$ cat config.mk
export PLATFORM = sky130hd
export DESIGN_NAME = text_console_cursor_scroll_flat
export DESIGN_NICKNAME = d
export VERILOG_FILES = /design/src/rtl/core/tcc_pkg.sv /design/src/rtl/core/tcc_ifs.sv /design/src/rtl/core/tcc_front.sv /design/src/rtl/core/tcc_queue.sv /design/src/rtl/core/tcc_back.sv /design/src/rtl/core/text_console_cursor_scroll.sv /design/src/flat_wrapper.sv
export SDC_FILE = /design/constraint.sdc
export NUM_CORES = 1
export LEC_CHECK = 0
export BUFFER_PORTS_ARGS = -buffer_cell sky130_fd_sc_hd__buf_2
export CORE_UTILIZATION = 63
export CTS_CLUSTER_SIZE = 8
export DETAILED_ROUTE_END_ITERATION = 6
export PLACE_DENSITY = 0.83
export RECOVER_POWER = 50
export SYNTH_ARGS = -nofsm -noshare
export SYNTH_HDL_FRONTEND = slang
export SYNTH_HIERARCHICAL = 1
export SYNTH_SLANG_ARGS = --single-unit
$ cat constraint.sdc
create_clock -name clk -period 8.5 [get_ports clk]
set_input_delay 0.85 -clock clk [delete_from_list [all_inputs] [get_ports clk]]
set_output_delay 0.85 -clock clk [all_outputs]
set_load 0.1 [all_outputs]
$ cat src/rtl/core/tcc_pkg.sv
// shared constants, command codes and types of the text console cursor and scroll engine
package tcc_pkg;

  localparam int ROW_CELLS  = 80;
  localparam int PAGE_CELLS = 2000;

  localparam int CELL_W = 14;
  localparam int POS_W  = 15;
  localparam int CHAR_W = 8;
  localparam int ATTR_W = 8;
  localparam int CFG_IDX_W  = 2;
  localparam int CFG_DATA_W = 15;

  localparam int CELL_LIMIT = 16384;
  localparam logic [POS_W-1:0]  REGION_RESET = POS_W'(CELL_LIMIT);
  localparam logic [ATTR_W-1:0] ATTR_RESET   = 8'd7;

  // column within a row
  localparam int COL_W = (ROW_CELLS > 1) ? $clog2(ROW_CELLS) : 1;

  // reciprocal of the row length for the column rebuild
  localparam int RECIP_SH = 23;
  localparam int RECIP_W  = 24;
  localparam logic [RECIP_W-1:0] RECIP = RECIP_W'((2 ** RECIP_SH) / ROW_CELLS + 1);

  localparam int QUEUE_DEPTH = 4;
  localparam int QPTR_W = $clog2(QUEUE_DEPTH);

  localparam logic [1:0] OP_CHAR   = 2'd0;
  localparam logic [1:0] OP_UP     = 2'd1;
  localparam logic [1:0] OP_DOWN   = 2'd2;
  localparam logic [1:0] OP_HOME   = 2'd3;

  localparam logic [CHAR_W-1:0] CHAR_BS    = 8'd8;
  localparam logic [CHAR_W-1:0] CHAR_NL    = 8'd10;
  localparam logic [CHAR_W-1:0] CHAR_SPACE = 8'd32;

  localparam logic [CFG_IDX_W-1:0] CFG_ORIGIN = 2'd0;
  localparam logic [CFG_IDX_W-1:0] CFG_REGION = 2'd1;
  localparam logic [CFG_IDX_W-1:0] CFG_ATTR   = 2'd2;

  typedef enum logic [2:0] {
    CMD_PRINT = 3'd0,
    CMD_BS    = 3'd1,
    CMD_NL    = 3'd2,
    CMD_UP    = 3'd3,
    CMD_DOWN  = 3'd4,
    CMD_HOME  = 3'd5
  } cmd_t;

  typedef struct packed {
    cmd_t              cmd;
    logic [CHAR_W-1:0] char_code;
  } qent_t;

  typedef struct packed {
    logic [CELL_W-1:0] origin;
    logic [POS_W-1:0]  region_end;
    logic [ATTR_W-1:0] attr;
  } cfg_t;

endpackage

$ cat src/rtl/core/tcc_ifs.sv
// channel interfaces: input items, results and configuration writes
interface tcc_in_if import tcc_pkg::*; ();
  logic              valid;
  logic              ready;
  logic [1:0]        op;
  logic [CHAR_W-1:0] char_code;

  modport source (output valid, output op, output char_code, input ready);
  modport sink (input valid, input op, input char_code, output ready);
endinterface

interface tcc_out_if import tcc_pkg::*; ();
  logic              valid;
  logic              ready;
  logic              write_valid;
  logic [CELL_W-1:0] write_cell;
  logic [CHAR_W-1:0] write_char;
  logic [ATTR_W-1:0] write_attr;
  logic [POS_W-1:0]  cursor_cell;
  logic [CELL_W-1:0] start_cell;

  modport source (output valid, output write_valid, output write_cell, output write_char,
                  output write_attr, output cursor_cell, output start_cell, input ready);
  modport sink (input valid, input write_valid, input write_cell, input write_char,
                input write_attr, input cursor_cell, input start_cell, output ready);
endinterface

interface tcc_cfg_if import tcc_pkg::*; ();
  logic                  valid;
  logic                  ready;
  logic [CFG_IDX_W-1:0]  index;
  logic [CFG_DATA_W-1:0] data;

  modport source (output valid, output index, output data, input ready);
  modport sink (input valid, input index, input data, output ready);
endinterface

$ cat src/rtl/core/tcc_front.sv
// front end: accepts input transactions and classifies them into commands
module tcc_front import tcc_pkg::*; (
  tcc_in_if.sink  in_ch,
  output logic    push_valid,
  input  logic    push_ready,
  output qent_t   push_data
);

  cmd_t cmd;

  always_comb begin
    unique case (in_ch.op)
      OP_CHAR: begin
        if (in_ch.char_code == CHAR_BS) begin
          cmd = CMD_BS;
        end else if (in_ch.char_code == CHAR_NL) begin
          cmd = CMD_NL;
        end else begin
          cmd = CMD_PRINT;
        end
      end
      OP_UP:   cmd = CMD_UP;
      OP_DOWN: cmd = CMD_DOWN;
      OP_HOME: cmd = CMD_HOME;
      default: cmd = CMD_HOME;
    endcase
  end

  assign push_valid          = in_ch.valid;
  assign in_ch.ready         = push_ready;
  assign push_data.cmd       = cmd;
  assign push_data.char_code = in_ch.char_code;

endmodule

$ cat src/rtl/core/tcc_queue.sv
// short command queue between the front end and the executor
module tcc_queue import tcc_pkg::*; (
  input  logic  clk,
  input  logic  rst_n,
  input  logic  push_valid,
  output logic  push_ready,
  input  qent_t push_data,
  output logic  pop_valid,
  input  logic  pop,
  output qent_t pop_data
);

  qent_t             mem_r [QUEUE_DEPTH];
  logic [QPTR_W-1:0] wr_ptr_r;
  logic [QPTR_W-1:0] rd_ptr_r;
  logic [QPTR_W:0]   count_r;
  logic              do_push;
  logic              do_pop;

  assign push_ready = (count_r != (QPTR_W+1)'(QUEUE_DEPTH));
  assign pop_valid  = (count_r != '0);
  assign do_push    = push_valid && push_ready;
  assign do_pop     = pop && pop_valid;
  assign pop_data   = mem_r[rd_ptr_r];

  always_ff @(posedge clk) begin
    if (!rst_n) begin
      wr_ptr_r <= '0;
      rd_ptr_r <= '0;
      count_r  <= '0;
    end else begin
      if (do_push) begin
        wr_ptr_r <= wr_ptr_r + 1'b1;
      end
      if (do_pop) begin
        rd_ptr_r <= rd_ptr_r + 1'b1;
      end
      if (do_push && !do_pop) begin
        count_r <= count_r + 1'b1;
      end else if (do_pop && !do_push) begin
        count_r <= count_r - 1'b1;
      end
    end
  end

  always_ff @(posedge clk) begin
    if (do_push) begin
      mem_r[wr_ptr_r] <= push_data;
    end
  end

endmodule

$ cat src/rtl/core/tcc_back.sv
// executor: cursor, column and view state, and the registered result
module tcc_back import tcc_pkg::*; (
  input  logic   clk,
  input  logic   rst_n,
  input  cfg_t   cfg,
  input  logic   fix_start,
  input  logic   q_valid,
  input  qent_t  q_data,
  output logic   q_pop,
  tcc_out_if.source out_ch
);

  typedef enum logic [3:0] {
    FIX_IDLE = 4'b0001,
    FIX_MUL  = 4'b0010,
    FIX_ROW  = 4'b0100,
    FIX_COL  = 4'b1000
  } fix_t;

  localparam int PROD_W = POS_W + RECIP_W;

  fix_t               fix_r, fix_nxt;
  logic [POS_W-1:0]   cursor_r, cursor_nxt;
  logic [CELL_W-1:0]  view_r, view_nxt;
  logic [COL_W-1:0]   col_r, col_nxt;
  logic [PROD_W-1:0]  prod_r;
  logic [POS_W-1:0]   qrow_r;
  logic               out_valid_r;
  logic               wv_r;
  logic [CELL_W-1:0]  wcell_r;
  logic [CHAR_W-1:0]  wchar_r;
  logic [ATTR_W-1:0]  wattr_r;

  logic               go;
  logic [POS_W-1:0]   origin_ext;
  logic               below;
  logic [POS_W-1:0]   diff;
  logic [POS_W-1:0]   quot;
  logic [POS_W-1:0]   cursor_dec;
  logic [POS_W:0]     nl_sum;
  logic [COL_W:0]     row_gap;
  logic [POS_W:0]     view_page;
  logic [POS_W:0]     view_row;
  logic               down_ok;
  logic [CELL_W-1:0]  view_down;
  logic               follow;
  logic               wv;
  logic [CELL_W-1:0]  wcell;
  logic [CHAR_W-1:0]  wchar;
  logic [ATTR_W-1:0]  wattr;

  assign go    = q_valid && (fix_r == FIX_IDLE) && (!out_valid_r || out_ch.ready);
  assign q_pop = go;

  assign origin_ext = {1'b0, cfg.origin};
  assign below      = cursor_r < origin_ext;
  assign diff       = cursor_r - origin_ext;
  assign quot       = prod_r[RECIP_SH +: POS_W];
  assign cursor_dec = cursor_r - 1'b1;
  assign nl_sum     = {1'b0, cursor_r} + (POS_W+1)'(ROW_CELLS);
  assign row_gap    = (COL_W+1)'(ROW_CELLS) - {1'b0, col_r};
  assign view_page  = {2'b00, view_r} + (POS_W+1)'(PAGE_CELLS);
  assign view_row   = {2'b00, view_r} + (POS_W+1)'(ROW_CELLS);
  assign down_ok    = (view_page < {1'b0, cfg.region_end}) &&
                      (view_row <= (POS_W+1)'(CELL_LIMIT - 1));
  assign view_down  = view_row[CELL_W-1:0];

  // column rebuild after an origin change
  always_comb begin
    priority if (fix_start) begin
      fix_nxt = FIX_MUL;
    end else begin
      unique case (fix_r)
        FIX_IDLE: fix_nxt = FIX_IDLE;
        FIX_MUL:  fix_nxt = FIX_ROW;
        FIX_ROW:  fix_nxt = FIX_COL;
        FIX_COL:  fix_nxt = FIX_IDLE;
        default:  fix_nxt = FIX_IDLE;
      endcase
    end
  end

  always_comb begin
    cursor_nxt = cursor_r;
    view_nxt   = view_r;
    col_nxt    = col_r;
    follow     = 1'b0;
    wv         = 1'b0;
    wcell      = '0;
    wchar      = '0;
    wattr      = '0;
    unique case (q_data.cmd)
      CMD_PRINT: begin
        follow = 1'b1;
        if (cursor_r < cfg.region_end) begin
          wv         = 1'b1;
          wcell      = cursor_r[CELL_W-1:0];
          wchar      = q_data.char_code;
          wattr      = cfg.attr;
          cursor_nxt = cursor_r + 1'b1;
          if (below || (col_r == COL_W'(ROW_CELLS - 1))) begin
            col_nxt = '0;
          end else begin
            col_nxt = col_r + 1'b1;
          end
        end
      end
      CMD_BS: begin
        follow = 1'b1;
        if (cursor_r > origin_ext) begin
          wv         = 1'b1;
          wcell      = cursor_dec[CELL_W-1:0];
          wchar      = CHAR_SPACE;
          wattr      = cfg.attr;
          cursor_nxt = cursor_dec;
          if (col_r == '0) begin
            col_nxt = COL_W'(ROW_CELLS - 1);
          end else begin
            col_nxt = col_r - 1'b1;
          end
        end
      end
      CMD_NL: begin
        follow = 1'b1;
        if (nl_sum < {1'b0, cfg.region_end}) begin
          col_nxt = '0;
          if (below) begin
            cursor_nxt = origin_ext;
          end else begin
            cursor_nxt = cursor_r + POS_W'(row_gap);
          end
        end
      end
      CMD_UP: begin
        if (view_r > cfg.origin) begin
          if ({1'b0, view_r} >= origin_ext + POS_W'(ROW_CELLS)) begin
            view_nxt = view_r - CELL_W'(ROW_CELLS);
          end else begin
            view_nxt = cfg.origin;
          end
        end
      end
      CMD_DOWN: begin
        if (down_ok) begin
          view_nxt = view_down;
        end
      end
      CMD_HOME: begin
        cursor_nxt = origin_ext;
        view_nxt   = cfg.origin;
        col_nxt    = '0;
      end
      default: begin
      end
    endcase
    // view follows the cursor by at most one row
    if (follow && ({1'b0, cursor_nxt} > view_page) && down_ok) begin
      view_nxt = view_down;
    end
  end

  always_ff @(posedge clk) begin
    if (!rst_n) begin
      fix_r       <= FIX_IDLE;
      cursor_r    <= '0;
      view_r      <= '0;
      col_r       <= '0;
      out_valid_r <= 1'b0;
    end else begin
      fix_r <= fix_nxt;
      if (fix_r == FIX_COL) begin
        col_r <= COL_W'(diff - qrow_r);
      end else if (go) begin
        col_r <= col_nxt;
      end
      if (go) begin
        cursor_r    <= cursor_nxt;
        view_r      <= view_nxt;
        out_valid_r <= 1'b1;
      end else if (out_ch.ready) begin
        out_valid_r <= 1'b0;
      end
    end
  end

  always_ff @(posedge clk) begin
    if (fix_r == FIX_MUL) begin
      prod_r <= {{RECIP_W{1'b0}}, diff} * {{POS_W{1'b0}}, RECIP};
    end
    if (fix_r == FIX_ROW) begin
      qrow_r <= quot * POS_W'(ROW_CELLS);
    end
    if (go) begin
      wv_r    <= wv;
      wcell_r <= wcell;
      wchar_r <= wchar;
      wattr_r <= wattr;
    end
  end

  assign out_ch.valid       = out_valid_r;
  assign out_ch.write_valid = wv_r;
  assign out_ch.write_cell  = wcell_r;
  assign out_ch.write_char  = wchar_r;
  assign out_ch.write_attr  = wattr_r;
  assign out_ch.cursor_cell = cursor_r;
  assign out_ch.start_cell  = view_r;

endmodule

$ cat src/rtl/core/text_console_cursor_scroll.sv
// top level of the text console cursor and scroll engine
//
// in_ch carries one op (character, scroll up, scroll down, home) with a
// character byte per transaction; out_ch returns exactly one result per item:
// the optional cell write (cell, character, attribute) and the cursor and
// display start after the item. cfg_ch writes origin, region size and
// attribute and is always ready; the user must see that it is written only while
// the engine is idle, which the engine does not enforce. the result register is
// loaded as an item is taken, one item per cycle sustained while no column
// rebuild runs and the receiver is ready. the executor holds cursor, view start
// and the cursor column in registers. an origin write starts a column rebuild through
// the MUL, ROW and COL states; items taken meanwhile wait in the four entry queue.
// a stalled receiver holds the result register; the queue keeps accepting
// until full, then in_ch.ready drops.
// reset (synchronous, active low) empties queue and result register, puts
// cursor and start at cell 0 and loads the register reset values.
module text_console_cursor_scroll import tcc_pkg::*; (
  input  logic      clk,
  input  logic      rst_n,
  tcc_in_if.sink    in_ch,
  tcc_out_if.source out_ch,
  tcc_cfg_if.sink   cfg_ch
);

  logic [CELL_W-1:0] origin_r;
  logic [POS_W-1:0]  region_r;
  logic [ATTR_W-1:0] attr_r;
  logic [POS_W-1:0]  end_cell;
  logic [POS_W:0]    end_sum;
  logic              cfg_wr;
  logic              fix_start;
  cfg_t              cfg;

  logic  push_valid;
  logic  push_ready;
  qent_t push_data;
  logic  q_valid;
  logic  q_pop;
  qent_t q_data;

  assign cfg_ch.ready = 1'b1;
  assign cfg_wr       = cfg_ch.valid && cfg_ch.ready;
  assign fix_start    = cfg_wr && (cfg_ch.index == CFG_ORIGIN);
  assign end_sum      = {2'b00, origin_r} + {1'b0, region_r};

  always_comb begin
    if (end_sum > (POS_W+1)'(CELL_LIMIT)) begin
      end_cell = POS_W'(CELL_LIMIT);
    end else begin
      end_cell = end_sum[POS_W-1:0];
    end
  end

  always_ff @(posedge clk) begin
    if (!rst_n) begin
      origin_r <= '0;
      region_r <= REGION_RESET;
      attr_r   <= ATTR_RESET;
    end else begin
      if (cfg_wr) begin
        unique case (cfg_ch.index)
          CFG_ORIGIN: origin_r <= cfg_ch.data[CELL_W-1:0];
          CFG_REGION: region_r <= cfg_ch.data[POS_W-1:0];
          CFG_ATTR:   attr_r   <= cfg_ch.data[ATTR_W-1:0];
          default: begin
          end
        endcase
      end
    end
  end

  assign cfg.origin     = origin_r;
  assign cfg.region_end = end_cell;
  assign cfg.attr       = attr_r;

  tcc_front u_front (
    .in_ch      (in_ch),
    .push_valid (push_valid),
    .push_ready (push_ready),
    .push_data  (push_data)
  );

  tcc_queue u_queue (
    .clk        (clk),
    .rst_n      (rst_n),
    .push_valid (push_valid),
    .push_ready (push_ready),
    .push_data  (push_data),
    .pop_valid  (q_valid),
    .pop        (q_pop),
    .pop_data   (q_data)
  );

  tcc_back u_back (
    .clk       (clk),
    .rst_n     (rst_n),
    .cfg       (cfg),
    .fix_start (fix_start),
    .q_valid   (q_valid),
    .q_data    (q_data),
    .q_pop     (q_pop),
    .out_ch    (out_ch)
  );

endmodule
$ cat src/flat_wrapper.sv
// flat-port wrapper written by rule: the top's interface ports become plain ports
module text_console_cursor_scroll_flat import tcc_pkg::*;
  (clk, rst_n, in_ch_valid, in_ch_op, in_ch_char_code, in_ch_ready, out_ch_valid, out_ch_write_valid, out_ch_write_cell, out_ch_write_char, out_ch_write_attr, out_ch_cursor_cell, out_ch_start_cell, out_ch_ready, cfg_ch_valid, cfg_ch_index, cfg_ch_data, cfg_ch_ready);
  tcc_in_if in_ch_i ();
  tcc_out_if out_ch_i ();
  tcc_cfg_if cfg_ch_i ();
  input  logic clk;
  input  logic rst_n;
  input wire logic [$bits(in_ch_i.valid)-1:0] in_ch_valid;
  input wire logic [$bits(in_ch_i.op)-1:0] in_ch_op;
  input wire logic [$bits(in_ch_i.char_code)-1:0] in_ch_char_code;
  output wire logic [$bits(in_ch_i.ready)-1:0] in_ch_ready;
  output wire logic [$bits(out_ch_i.valid)-1:0] out_ch_valid;
  output wire logic [$bits(out_ch_i.write_valid)-1:0] out_ch_write_valid;
  output wire logic [$bits(out_ch_i.write_cell)-1:0] out_ch_write_cell;
  output wire logic [$bits(out_ch_i.write_char)-1:0] out_ch_write_char;
  output wire logic [$bits(out_ch_i.write_attr)-1:0] out_ch_write_attr;
  output wire logic [$bits(out_ch_i.cursor_cell)-1:0] out_ch_cursor_cell;
  output wire logic [$bits(out_ch_i.start_cell)-1:0] out_ch_start_cell;
  input wire logic [$bits(out_ch_i.ready)-1:0] out_ch_ready;
  input wire logic [$bits(cfg_ch_i.valid)-1:0] cfg_ch_valid;
  input wire logic [$bits(cfg_ch_i.index)-1:0] cfg_ch_index;
  input wire logic [$bits(cfg_ch_i.data)-1:0] cfg_ch_data;
  output wire logic [$bits(cfg_ch_i.ready)-1:0] cfg_ch_ready;
  assign in_ch_i.valid = in_ch_valid;
  assign in_ch_i.op = in_ch_op;
  assign in_ch_i.char_code = in_ch_char_code;
  assign in_ch_ready = in_ch_i.ready;
  assign out_ch_valid = out_ch_i.valid;
  assign out_ch_write_valid = out_ch_i.write_valid;
  assign out_ch_write_cell = out_ch_i.write_cell;
  assign out_ch_write_char = out_ch_i.write_char;
  assign out_ch_write_attr = out_ch_i.write_attr;
  assign out_ch_cursor_cell = out_ch_i.cursor_cell;
  assign out_ch_start_cell = out_ch_i.start_cell;
  assign out_ch_i.ready = out_ch_ready;
  assign cfg_ch_i.valid = cfg_ch_valid;
  assign cfg_ch_i.index = cfg_ch_index;
  assign cfg_ch_i.data = cfg_ch_data;
  assign cfg_ch_ready = cfg_ch_i.ready;
  text_console_cursor_scroll u_core (.clk(clk), .rst_n(rst_n), .in_ch(in_ch_i), .out_ch(out_ch_i), .cfg_ch(cfg_ch_i));
endmodule
Word-level counts from Yosys, hierarchy flattened --
Memory sizes are Yosys's and may differ from the RTL's. A register that Yosys moved wholly into a read port is not among the register bits. Index checks and enable logic that the tools add are counted.
Cells by class: add/sub/neg operators 18, $mul 2, divide/modulo/power cells 0, magnitude comparators 10, equal/unequal tests 23, shift-type cells 0, mux-type cells 45, bitwise gates (word level) 1, reductions and logical operators 32
Operators with widths (count):
- 14-bit two-way mux | 6
- 15-bit two-way mux | 5
- 15-bit one-hot mux with 4 select lines | 1
- 7-bit two-way mux | 7
- 14-bit one-hot mux with 3 select lines | 1
- 8-bit one-hot mux with 2 select lines | 2
- 15-bit by 16-bit multiplier with 31-bit output (second input constant) | 1
- 14-bit by 7-bit adder with 15-bit output (second input constant) | 2
- 15-bit < comparator | 2
- 14-bit one-hot mux with 2 select lines | 1
- 7-bit one-hot mux with 4 select lines | 1
- 8-bit two-way mux | 3
- 3-bit != test (second input constant) | 6
- 14-bit by 15-bit adder with 16-bit output | 1
- 15-bit by 7-bit adder with 16-bit output (second input constant) | 1
- 8-bit by 4-bit equality test with 1-bit output (second input constant) | 2
- 16-bit by 15-bit greater-than comparator with 1-bit output (second input constant) | 1
- 16-bit by 15-bit < comparator with 1-bit output | 1
- 14-bit by 11-bit adder with 15-bit output (second input constant) | 1
- 15-bit by 1-bit adder with 15-bit output (second input constant) | 1
- 15-bit by 8-bit adder with 15-bit output | 1
- 14-bit by 15-bit greater-or-equal comparator with 1-bit output | 1
- 15-bit by 14-bit greater-than comparator with 1-bit output | 1
- 15-bit greater-than comparator | 1
- other kinds (47) | 81
Storage, ports and cells: register bits 150, latch bits 0, RAM bits 44, ROM bits 0, output and inout port bits 63, memories kept 1
Memory list:
- u_core.u_queue.mem_r | depth 4, bits a word 11, read ports 1, clocked after memory_dff 1, wr ports 1, RTL line tcc_queue.sv:13 | qent_t mem_r [QUEUE_DEPTH];

Longest topological paths before layout --
Gate-level depths: netlist of the first run.
depth in word-level cells 11, mapped depth 34

Cells and area by module --
Netlist of the first run, hierarchy kept.
By module, submodules not included:
- tcc_back | instances 1, cells each 1455, area each 11931.4 um^2, sequential area each 1931.9 um^2
- text_console_cursor_scroll | instances 1, cells each 266, area each 2147.1 um^2, sequential area each 740.7 um^2
- tcc_queue | instances 1, cells each 105, area each 2110.8 um^2, sequential area each 1501.4 um^2
- tcc_front | instances 1, cells each 17, area each 130.1 um^2, sequential area each 0.0 um^2

Worst setup path after synthesis of the first run --
No wires, ideal clock.
path type register to register, start point register u_core.u_back.cursor_r[0], in the netlist u_core/u_back/out_ch.cursor_cell[0], end point register u_core.u_back.prod_r[25], data pin, library setup time 0.260 ns, data arrival time 7.275 ns, required time 8.240 ns, slack 0.966 ns, cell stages (with the launch flop) 31, path buffers 0, cells stage by stage dfxtp_1 inv_1 ha_1 inv_1 fa_1 a21o_1 a21oi_1 o21ai_0 a21o_1 a41o_1 o41a_1 xnor2_1 ha_1 inv_1 fa_1 inv_1 fa_1 inv_1 fa_1 inv_1 fa_1 fa_1 ha_1 o21a_1 o211ai_1 a21oi_1 nand2b_1 o21ai_0 a31oi_1 a21oi_1 xnor2_1
Between the ends: word-level cells in the longest chain between the ends 2
Ends and longest elaborated chain:
- start, declared | RTL line tcc_back.sv:23 | logic [POS_W-1:0] cursor_r, cursor_nxt;
- start signal, assigned | RTL line tcc_back.sv:177 | cursor_r <= cursor_nxt;
- 15-bit by 14-bit subtractor with 15-bit output | RTL line tcc_back.sv:57 | assign diff = cursor_r - origin_ext;
- 15-bit by 16-bit multiplier with 31-bit output | RTL line tcc_back.sv:188 | prod_r <= {{RECIP_W{1'b0}}, diff} * {{POS_W{1'b0}}, RECIP};
- end signal, assigned | RTL line tcc_back.sv:188
- end, declared | RTL line tcc_back.sv:26 | logic [PROD_W-1:0] prod_r;
No other way between the ends. A chain may end at the register's enable or synchronous reset.

Worst setup path in the final report of the first run --
start point register u_core.origin_r[6], end point register u_core.u_back.view_r[2], in the netlist u_core/u_back/out_ch.start_cell[2]
Between the ends: word-level cells in the longest chain between the ends 11, elaborated cells between the ends (all ways) 28
Ends and longest elaborated chain:
- start, declared | RTL line text_console_cursor_scroll.sv:25 | logic [CELL_W-1:0] origin_r;
- start signal, assigned | RTL line text_console_cursor_scroll.sv:62 | CFG_ORIGIN: origin_r <= cfg_ch.data[CELL_W-1:0];
- 14-bit by 15-bit adder with 16-bit output * | RTL line text_console_cursor_scroll.sv:44 | assign end_sum = {2'b00, origin_r} + {1'b0, region_r};
- 16-bit by 15-bit greater-than comparator with 1-bit output | RTL line text_console_cursor_scroll.sv:47 | if (end_sum > (POS_W+1)'(CELL_LIMIT)) begin
- 15-bit two-way mux * | RTL line text_console_cursor_scroll.sv:47
- named net u_core.end_cell[13] | RTL line text_console_cursor_scroll.sv:28 | logic [POS_W-1:0] end_cell;
- 16-bit by 15-bit < comparator with 1-bit output or 15-bit < comparator (tied branches) | RTL line tcc_back.sv:125, tcc_back.sv:95
- 15-bit two-way mux (on tied branches) | RTL line tcc_back.sv:125, tcc_back.sv:95
- 15-bit one-hot mux with 4 select lines * | RTL line tcc_back.sv:92 | unique case (q_data.cmd)
- named net u_core.u_back.cursor_nxt[14] | RTL line tcc_back.sv:23
- 15-bit greater-than comparator * | RTL line tcc_back.sv:157 | if (follow && ({1'b0, cursor_nxt} > view_page) && down_ok) begin
- 1-bit logical AND * (2 in series) | RTL line tcc_back.sv:157
- 3-bit != test (no line) or 4-bit nonzero test (tied branches)
- 4-bit AND reduction (no line)
- end signal, assigned | RTL line tcc_back.sv:178 | view_r <= view_nxt;
- end, declared | RTL line tcc_back.sv:24 | logic [CELL_W-1:0] view_r, view_nxt;
The timed path passes the listed nets; every way through them passes the cells marked *. The select of a mux whose other input is x is not followed.

==> results of run 1 <==
[metal layers]
| metal | up-vias | track usage |
|---|---|---|
| li1 | 6661 | - |
| met1 | 6961 | 0.480 |
| met2 | 847 | 0.611 |
| met3 | 179 | 0.0784 |
| met4 | 0 | 0.179 |
| met5 | - | 0 |
[worst paths after layout]
check	cells past startpoint	slack (ps)	to
max reg2reg	26	560	u_core/u_back/out_ch.start_cell[2]$_SDFFE_PN0P_
min	0	430	u_core/u_back/qrow_r[5]$_DFFE_PP_
min reg2reg	0	430	u_core/u_back/qrow_r[5]$_DFFE_PP_
max	26	560	u_core/u_back/out_ch.start_cell[2]$_SDFFE_PN0P_
[cells in the final DEF (no fill, tap or decap), types with 7 or more instances in the layout]
master / Yosys / final
a21boi_0: 32 / 33
a22oi_1: 12 / 12
nor4_1: 8 / 8
dfxtp_1: 87 / 87
mux2i_1: 20 / 20
nand2b_1: 16 / 16
o32ai_1: 10 / 10
nand4_1: 23 / 23
o21ai_0: 91 / 91
a31oi_1: 14 / 14
edfxtp_1: 81 / 81
xnor2_1: 66 / 66
nand3_1: 45 / 45
clkbuf_16: 0 / 17
and3_1: 11 / 11
buf_4: 13 / 39
nor2_2: 10 / 10
buf_2: 4 / 55
nand2_1: 187 / 187
nor2_1: 96 / 96
or3_1: 14 / 14
nor2b_1: 24 / 24
o211ai_1: 11 / 11
o21a_1: 14 / 14
a2111oi_0: 8 / 7
a21oi_1: 99 / 99
fa_1: 61 / 61
a211oi_1: 26 / 25
and2_1: 20 / 15
nor3_1: 35 / 34
clkbuf_1: 60 / 39
xor2_1: 35 / 35
inv_1: 204 / 203
a21o_1: 17 / 17
or2_2: 9 / 9
ha_1: 217 / 217
o31ai_1: 11 / 11
[registers in the layout (all words and copies together), names as in the netlist, named ones only]
signal,count
u_core/u_queue/wr_ptr_r,2
u_core/u_queue/count_r,3
u_core/u_back/out_ch.start_cell,14
u_core/u_back/out_ch.write_char,8
u_core/u_back/qrow_r,3
u_core/u_back/out_ch.cursor_cell,15
u_core/u_queue/rd_ptr_r,2
u_core/u_back/col_r,7
u_core/u_back/fix_r,4
u_core/region_r,15
u_core/u_back/prod_r,3
u_core/u_back/out_ch.valid,1
u_core/u_back/out_ch.write_valid,1
u_core/u_queue/mem_r,44
u_core/u_back/out_ch.write_attr,8
u_core/origin_r,14
u_core/u_back/out_ch.write_cell,14
u_core/attr_r,8
[kinds of logic (layout without fill, tap and decap cells)]
group / after synthesis / after routing
and+or+nand+nor: 540 / 540
AOI/OAI and AO/OA: 429 / 429
buffers and inverters: 295 / 371
adders and majority gates: 278 / 278
DFF: 168 / 168
xor gates and xnor gates: 101 / 101
muxes: 31 / 31
other: 1 / 1
[worst max-delay path: cells and delay by family, from the launching register on]
kind / cells / cell delay (ps)
AO/OA/AOI/OAI: 10 / 2560
adder cells (fa/ha/maj): 3 / 1000
buffers and inverters: 1 / 110
flip-flops: 1 / 590
multiplexers: 1 / 260
AND/OR/NAND/NOR: 11 / 3250
[cell type report]
type	count	area, um^2	area share
Multi-Input combinational cell	1380	10900	0.619
Tap cell	330	413	0.0234
Inverter	206	773	0.0439
Timing Repair Buffer	133	714	0.0406
Sequential cell	168	4170	0.237
Clock buffer	17	425	0.0242
Clock inverter	15	206	0.0117
[through the flow]
stage	instance area, um^2	util
after floorplan	16300	-
after global placement	17000	0.673
after detailed placement	17000	0.673
after CTS	17700	0.698
after global routing	17600	0.695
final	17600	0.695
==> impl_metrics.tcl, run 1 <==
set metrics [dict create \
    status "complete, but fails checks" \
    violations "max-capacitance violations, max-slew violations" \
    setup_ws_ps 558 \
    ios 95 \
    nFillCells 2017 \
    setup_tns_ps 0 \
    fp.dieW_um 163 \
    clk_pin_slew_ps 80 \
    synth_xor_area_frac 0.0542 \
    cts_tree "built" \
    yosysUniqueCellTypes 104 \
    avgSynthCellArea_um2 8.85 \
    final-instance-count-excl-fill 2249 \
    cts.repair.resized 0 \
    maxSlewViolCount 80 \
    post-route-min-period_ps 7940 \
    synth_top_family_by_area "adder cells" \
    cp-end-kind "flop" \
    preCtsSetupSlack_ps 712 \
    gp_congestion 1.03 \
    clkLatencyLatePin_ps 440 \
    die_h_um 163 \
    routed_wl_mm 49.3 \
    grt_usage 0.377 \
    first_pass_iters 6 \
    synth_edf_count 81 \
    ctsHtreeMaxLevel 4 \
    r2r_start "u_core/origin_r[6]$_SDFFE_PN0P_" \
    yosys.area_share.adder 0.241 \
    start_kind "flop" \
    yosysTopAreaCellShare 0.166 \
    cts_inserted_buffers 17 \
    port_buffers 93 \
    yosys_warnings 6 \
    core_area_mm2 0.0253 \
    post-dp-hpwl_mm 37.2 \
    die-area_mm2 0.0266 \
    nets 2216 \
    ant_nets 0 \
    grt_pass1_vias 14400 \
    fin_skew_ps 13.7 \
    met3_length_mm 4.89 \
    worstSetupPathType "reg2reg" \
    post_cts_hold_buffer_count 0 \
    syn-cell-area_mm2 0.0163 \
    cap_violations 1 \
    synth-compound-area-share 0.179 \
    rows 58 \
    synthCells 1843 \
    cp_max_fo 15 \
    drc 0 \
    min_from "u_core/u_back/prod_r[24]$_DFFE_PN_" \
    worstPathRequired_ps 8790 \
    maxUsedRoutingLayer "met4" \
    synth_seq_cells 168 \
    cts.path.max_buffers 2 \
    postCtsSetupRepairBufs 0 \
    setup_viol 0 \
    critPathLaunch "u_core/origin_r[6]$_SDFFE_PN0P_" \
    clock_sinks 168 \
    synth_nets 2153 \
    ys_seq_area_frac 0.256 \
    drt-initial-drc-count 1729 \
    antenna_found_initial 0 \
    grt_pass1_wl_mm 76.6 \
    dp_cells 2217 \
    met2WireLength_mm 22.6 \
    crit_path_max_incr_delay_ps 690 \
    overflow 0 \
    hold_path_class "reg2reg" \
    viasPerCell 6.51 \
    crit_arrival_ps 8230 \
    clock.fmax_mhz 126 \
    synth_top_cells_by_area "ha_1 (17%), edfxtp_1 (15%), dfxtp_1 (11%)" \
    clockRootBuffer "clkbuf_16" \
    synth_mux_area_frac 0.0286 \
    whs_ps 425 \
    synthSimpleGateAreaFrac 0.165 \
    synth_most_common_cell "ha_1" \
    routedWlPerCell_um 21.9 \
    synthFlopType "dfxtp_1" \
    cp_slowest_cell "or4_1" \
    synth-async-reset-ratio 0 \
    vias 14600 \
    fin_crit_sh 0.934 \
    drt-met1-wl_mm 19.7 \
    diodes 0 \
    ys_top_cells_by_count "ha_1 (217), inv_1 (204), nand2_1 (187), a21oi_1 (99), nor2_1 (96)" \
    yosysTopAreaCell "ha_1" \
    start_util 0.644 \
    worst_pin_slew_ps 3390 \
    area_delta_synth_final_pct 7.90 \
    maxSlewHeadroom -1.26 \
    rsz0062_at_grt "false" \
    hold_viol 0 \
    grt_start_max_net_pins 80 \
    drive_gt1_frac 0.0948 \
]
Power of run 1 is left out: the tool's default activity adds up to more than one toggle a clock period on the data nets, which glitch-free logic cannot reach.
==> run 2, diff against run 1 <==
==> constraint.sdc (replaced) <==
create_clock -name clk -period 8.55 [get_ports clk]
set_input_delay 0.855 -clock clk [delete_from_list [all_inputs] [get_ports clk]]
set_output_delay 0.855 -clock clk [all_outputs]
set_load 0.1 [all_outputs]
==> impl_metrics.tcl, run 2 (same netlist as run 1, synthesis figures left out) <==
set metrics [dict create \
    layout_common_cells "ha_1 (217), inv_1 (203), nand2_1 (187)" \
    cp_slowest_cell "or4_1" \
    nets 2213 \
    cp_max_fo 15 \
    start_kind "flop" \
    hold_viol 0 \
    setup_tns_ps 0 \
    r2r_start "u_core/origin_r[6]$_SDFFE_PN0P_" \
    rows 58 \
    gp_congestion 1.04 \
    grt_pass1_wl_mm 75.5 \
    final-instance-count-excl-fill 2246 \
    grt_start_max_net_pins 80 \
    post-dp-hpwl_mm 36.8 \
    worst_pin_slew_ps 3430 \
    min_from "u_core/u_back/prod_r[24]$_DFFE_PN_" \
    clk_pin_slew_ps 80 \
    first_pass_iters 7 \
    die-area_mm2 0.0266 \
    dp_cells 2214 \
    vias 14600 \
    grt_pass1_vias 14100 \
    start_util 0.644 \
    core_area_mm2 0.0253 \
    area_delta_synth_final_pct 7.76 \
    clock_sinks 168 \
    preCtsSetupSlack_ps 665 \
    clock.fmax_mhz 123 \
    largest_reg_flops 44 \
    setup_viol 0 \
    antenna_found_initial 1 \
    cts_tree "built" \
    crit_path_max_incr_delay_ps 690 \
    ant_nets 0 \
    ios 95 \
    cts_inserted_buffers 17 \
    cap_violations 1 \
    status "complete, but fails checks" \
    rsz0062_at_grt "false" \
    multiInputGateArea_mm2 0.0109 \
    fp.dieW_um 163 \
    crit_arrival_ps 8410 \
    drc 0 \
    fin_crit_sh 0.951 \
    cts.path.max_buffers 2 \
    worstPathRequired_ps 8830 \
    port_buffers 93 \
    clkLatencyLatePin_ps 450 \
    maxSlewViolCount 80 \
    drt-initial-drc-count 1832 \
    viasPerCell 6.49 \
    cp-end-kind "flop" \
    overflow 0 \
    drive_gt1_frac 0.0913 \
    routedWlPerCell_um 21.7 \
    nFillCells 2005 \
    setup_ws_ps 421 \
    final_common_cell "ha_1" \
    clockRootBuffer "clkbuf_16" \
    finalCoreUtilization 0.694 \
    violations "max-capacitance violations, max-slew violations" \
    ctsHtreeMaxLevel 4 \
    fin_skew_ps 21.9 \
    top_register "u_core/u_queue/mem_r" \
    die_h_um 163 \
    worstSetupPathType "reg2reg" \
    hold_path_class "reg2reg" \
    grt_usage 0.371 \
    post-route-min-period_ps 8130 \
    seq_area_mm2 0.00417 \
    diodes 0 \
    critPathLaunch "u_core/origin_r[6]$_SDFFE_PN0P_" \
    maxSlewHeadroom -1.29 \
    routed_wl_mm 48.8 \
]
[run 2: changes by cell type in the layout (fill, tap and decap cells not counted)]
cell      delta
buf_4        -3
inv_8        -1
inv_12       -2
buf_2        -4
clkinv_8     +3
clkbuf_1     +4
[run 2: per-stage QoR]
stage                     hold WS, ps  area [um^2]
after floorplan                   400        16300
after global placement            406        17000
after detailed placement          416        17000
after CTS                         448        17700
after global routing              456        17600
final                             442        17600
[run 2: metal layers]
layer	GRT usage	wire length (um)	vias up
met5	0	0	-
met4	0.156	1980	0
met3	0.0698	4640	166
met2	0.595	22100	821
met1	0.489	20000	6927
li1	-	-	6656
[run 2: repair_timing]
item | 4_1_cts | 5_1_grt
hold buffers | 0 | 0
resized for setup | 0 | 1
endpoints found under the setup margin | 0 | 4
setup buffers | 0 | 0
[run 2: cell type report]
cell class / count / share of cell area
clock inverters: 15 / 0.0120
flip-flops and latches: 168 / 0.237
clock buffers: 17 / 0.0242
repair buffers: 130 / 0.0391
multi-input cells: 1380 / 0.620
well taps: 330 / 0.0235
inverters: 206 / 0.0440
[run 2: final timing paths]
check / end / slack (ps) / depth (start not counted)
max: u_core/u_back/out_ch.start_cell[2]$_SDFFE_PN0P_ / 420 / 26
min: u_core/u_back/qrow_r[5]$_DFFE_PP_ / 440 / 0
max reg2reg: u_core/u_back/out_ch.start_cell[2]$_SDFFE_PN0P_ / 420 / 26
min reg2reg: u_core/u_back/qrow_r[5]$_DFFE_PP_ / 440 / 0
[run 2: worst max-delay path: cells and delay by family, from the launching register on]
family | cells | cell delay [ps]
AOI/OAI and AO/OA | 11 | 3000
and+or+nand+nor | 10 | 2950
adders and majority gates | 3 | 1020
DFF | 1 | 610
muxes | 1 | 280
buffers and inverters | 1 | 110
Power of run 2 is left out for the same reason.
==> run 3, diff against run 2 <==
--- a/config.mk
+++ b/config.mk
@@ -5,11 +5,12 @@
 export SDC_FILE = /design/constraint.sdc
 export NUM_CORES = 1
 export LEC_CHECK = 0
+export ABC_AREA = 1
 export BUFFER_PORTS_ARGS = -buffer_cell sky130_fd_sc_hd__buf_2
-export CORE_UTILIZATION = 63
+export CORE_UTILIZATION = 64
 export CTS_CLUSTER_SIZE = 8
 export DETAILED_ROUTE_END_ITERATION = 6
-export PLACE_DENSITY = 0.83
+export PLACE_DENSITY = 0.84
 export RECOVER_POWER = 50
 export SYNTH_ARGS = -nofsm -noshare
 export SYNTH_HDL_FRONTEND = slang
==> impl_metrics.tcl, run 3 <==
set metrics [dict create \
    status "complete, but fails checks" \
    violations "design-rule violations, max-capacitance violations, max-slew violations" \
    die_h_um 170 \
    fin_skew_ps 27.3 \
    antenna_found_initial 2 \
    maxSlewHeadroom -0.898 \
    cp_max_fo 11 \
    synth_edf_count 81 \
    largest_reg_flops 44 \
    ios 95 \
    ant_nets 0 \
    grt_pass1_wl_mm 88.7 \
    clk_pin_slew_ps 80 \
    cp-end-kind "flop" \
    setup_viol 0 \
    ys_top_cells_by_count "nand2_1 (593), inv_1 (423), nor2_1 (294), ha_1 (217), nand3_1 (177)" \
    synth_top_cells_by_area "ha_1 (15%), edfxtp_1 (14%), nand2_1 (12%)" \
    cts.path.max_buffers 2 \
    grt_pass1_vias 16400 \
    setup_tns_ps 0 \
    setup_ws_ps 1390 \
    worstRegToRegCells 26 \
    synth-async-reset-ratio 0 \
    post-dp-hpwl_mm 43.9 \
    synthCells 2567 \
    port_buffers 93 \
    final_common_cell "nand2_1" \
    diodes 0 \
    synth_seq_cells 168 \
    synth_most_common_cell "nand2_1" \
    routed_wl_mm 57.3 \
    cap_violations 2 \
    vias 17500 \
    avgSynthCellArea_um2 7.01 \
    drt-initial-drc-count 2015 \
    drc 3 \
    drive_gt1_frac 0.0841 \
    holdPathStages 2 \
    yosys_warnings 6 \
    post_cts_hold_buffer_count 0 \
    crit_arrival_ps 7420 \
    cts_tree "built" \
    start_kind "flop" \
    grt_start_max_net_pins 53 \
    rows 61 \
    synth_nets 2877 \
    dp_cells 2987 \
    area_delta_synth_final_pct 6.73 \
    yosysTopAreaCell "ha_1" \
    worst_pin_slew_ps 2850 \
    grt_usage 0.402 \
    cts.repair.resized 0 \
    hold_viol 0 \
    yosysTopAreaCellShare 0.151 \
    nets 2938 \
    gp_congestion 1.07 \
    layout_common_cells "nand2_1 (596), inv_1 (424), nor2_1 (295)" \
    ys_seq_area_frac 0.232 \
    clockRootBuffer "clkbuf_16" \
    post-route-min-period_ps 7160 \
    crit_top_cell "inv_1" \
    cp_slowest_cell "dfxtp_1" \
    routedWlPerCell_um 19.0 \
    overflow 0 \
    top_register "u_core/u_queue/mem_r" \
    fin_crit_sh 0.837 \
    fp.dieW_um 170 \
    ctsHtreeMaxLevel 4 \
    hold_path_class "reg2reg" \
    first_pass_iters 7 \
    yosysUniqueCellTypes 56 \
    maxSlewViolCount 98 \
    die-area_mm2 0.0288 \
    synthFlopType "dfxtp_1" \
    worstSetupPathType "reg2reg" \
    rsz0062_at_grt "false" \
    core_area_mm2 0.0277 \
    crit_path_max_incr_delay_ps 730 \
    worstPathRequired_ps 8810 \
    clkLatencyLatePin_ps 460 \
    final-instance-count-excl-fill 3019 \
    preCtsSetupSlack_ps 1510 \
    syn-cell-area_mm2 0.0180 \
    postCtsSetupRepairBufs 0 \
    nFillCells 2446 \
    cts_inserted_buffers 17 \
    start_util 0.649 \
    clock.fmax_mhz 140 \
    viasPerCell 5.81 \
    clock_sinks 168 \
]
[run 3: cell types whose count changed in the layout (fill, tap and decap cells not counted), sizes merged, moves of 20 or more]
cell,before,now
xnor2,66,16
nand3,46,186
o21ai,92,122
xor2,35,77
a21boi,35,1
nor2b,24,0
nand2,187,627
clkbuf,60,35
inv,210,444
mux2i,20,0
a211oi,26,2
nor2,106,311
a21oi,102,126
[run 3: kinds of logic after synthesis]
| group | synth area share |
|---|---|
| buffers and inverters | 0.117 |
| other | 0.000208 |
| xor gates and xnor gates | 0.0465 |
| adders and majority gates | 0.219 |
| AOI/OAI and AO/OA | 0.0964 |
| and+or+nand+nor | 0.289 |
| DFF | 0.232 |
[run 3: path summary, 6_finish.rpt]
kind / start / end / slack (ps)
setup / recovery: u_core/u_back/out_ch.cursor_cell[2]$_SDFFE_PN0P_ / u_core/u_back/prod_r[23]$_DFFE_PN_ / 1390
hold / removal: u_core/attr_r[5]$_SDFFE_PN0P_ / u_core/attr_r[5]$_SDFFE_PN0P_ / 480
setup reg to reg: u_core/u_back/out_ch.cursor_cell[2]$_SDFFE_PN0P_ / u_core/u_back/prod_r[23]$_DFFE_PN_ / 1390
hold reg to reg: u_core/attr_r[5]$_SDFFE_PN0P_ / u_core/attr_r[5]$_SDFFE_PN0P_ / 480
[run 3: stage by stage]
stage	utilization	hold WS (ps)	area, um^2
after floorplan	-	400	18000
after global placement	0.674	446	18700
after detailed placement	0.674	447	18700
after CTS	0.695	475	19300
after global routing	0.693	494	19200
final	0.693	477	19200
[run 3: layer usage]
| layer | vias to the layer above | wire length, um | global-route usage | part of all wire |
|---|---|---|---|---|
| met2 | 955 | 25200 | 0.627 | 0.44 |
| met1 | 8110 | 24100 | 0.537 | 0.42 |
| met3 | 165 | 5750 | 0.0835 | 0.10 |
| met5 | - | 26 | 0 | 0.00045 |
| met4 | 4 | 2260 | 0.173 | 0.039 |
| li1 | 8306 | - | - | - |
[run 3: critical path: cells and delay by family, from the launching register on]
kind,cells,cell delay (ps)
fa+ha+maj,8,3650
simple gates,7,1130
flops,1,730
compound gates,3,490
buf+inv,6,490
xor+xnor,2,470
[run 3: final cells by class]
type | instances | area, um^2 | area share
clock buffers | 17 | 425 | 0.0222
clock inverters | 15 | 171 | 0.00893
inverters | 443 | 1660 | 0.0866
multi-input cells | 1883 | 11700 | 0.609
flip-flops and latches | 168 | 4170 | 0.217
well taps | 378 | 473 | 0.0246
repair buffers | 115 | 603 | 0.0314
Power of run 3 is left out for the same reason.
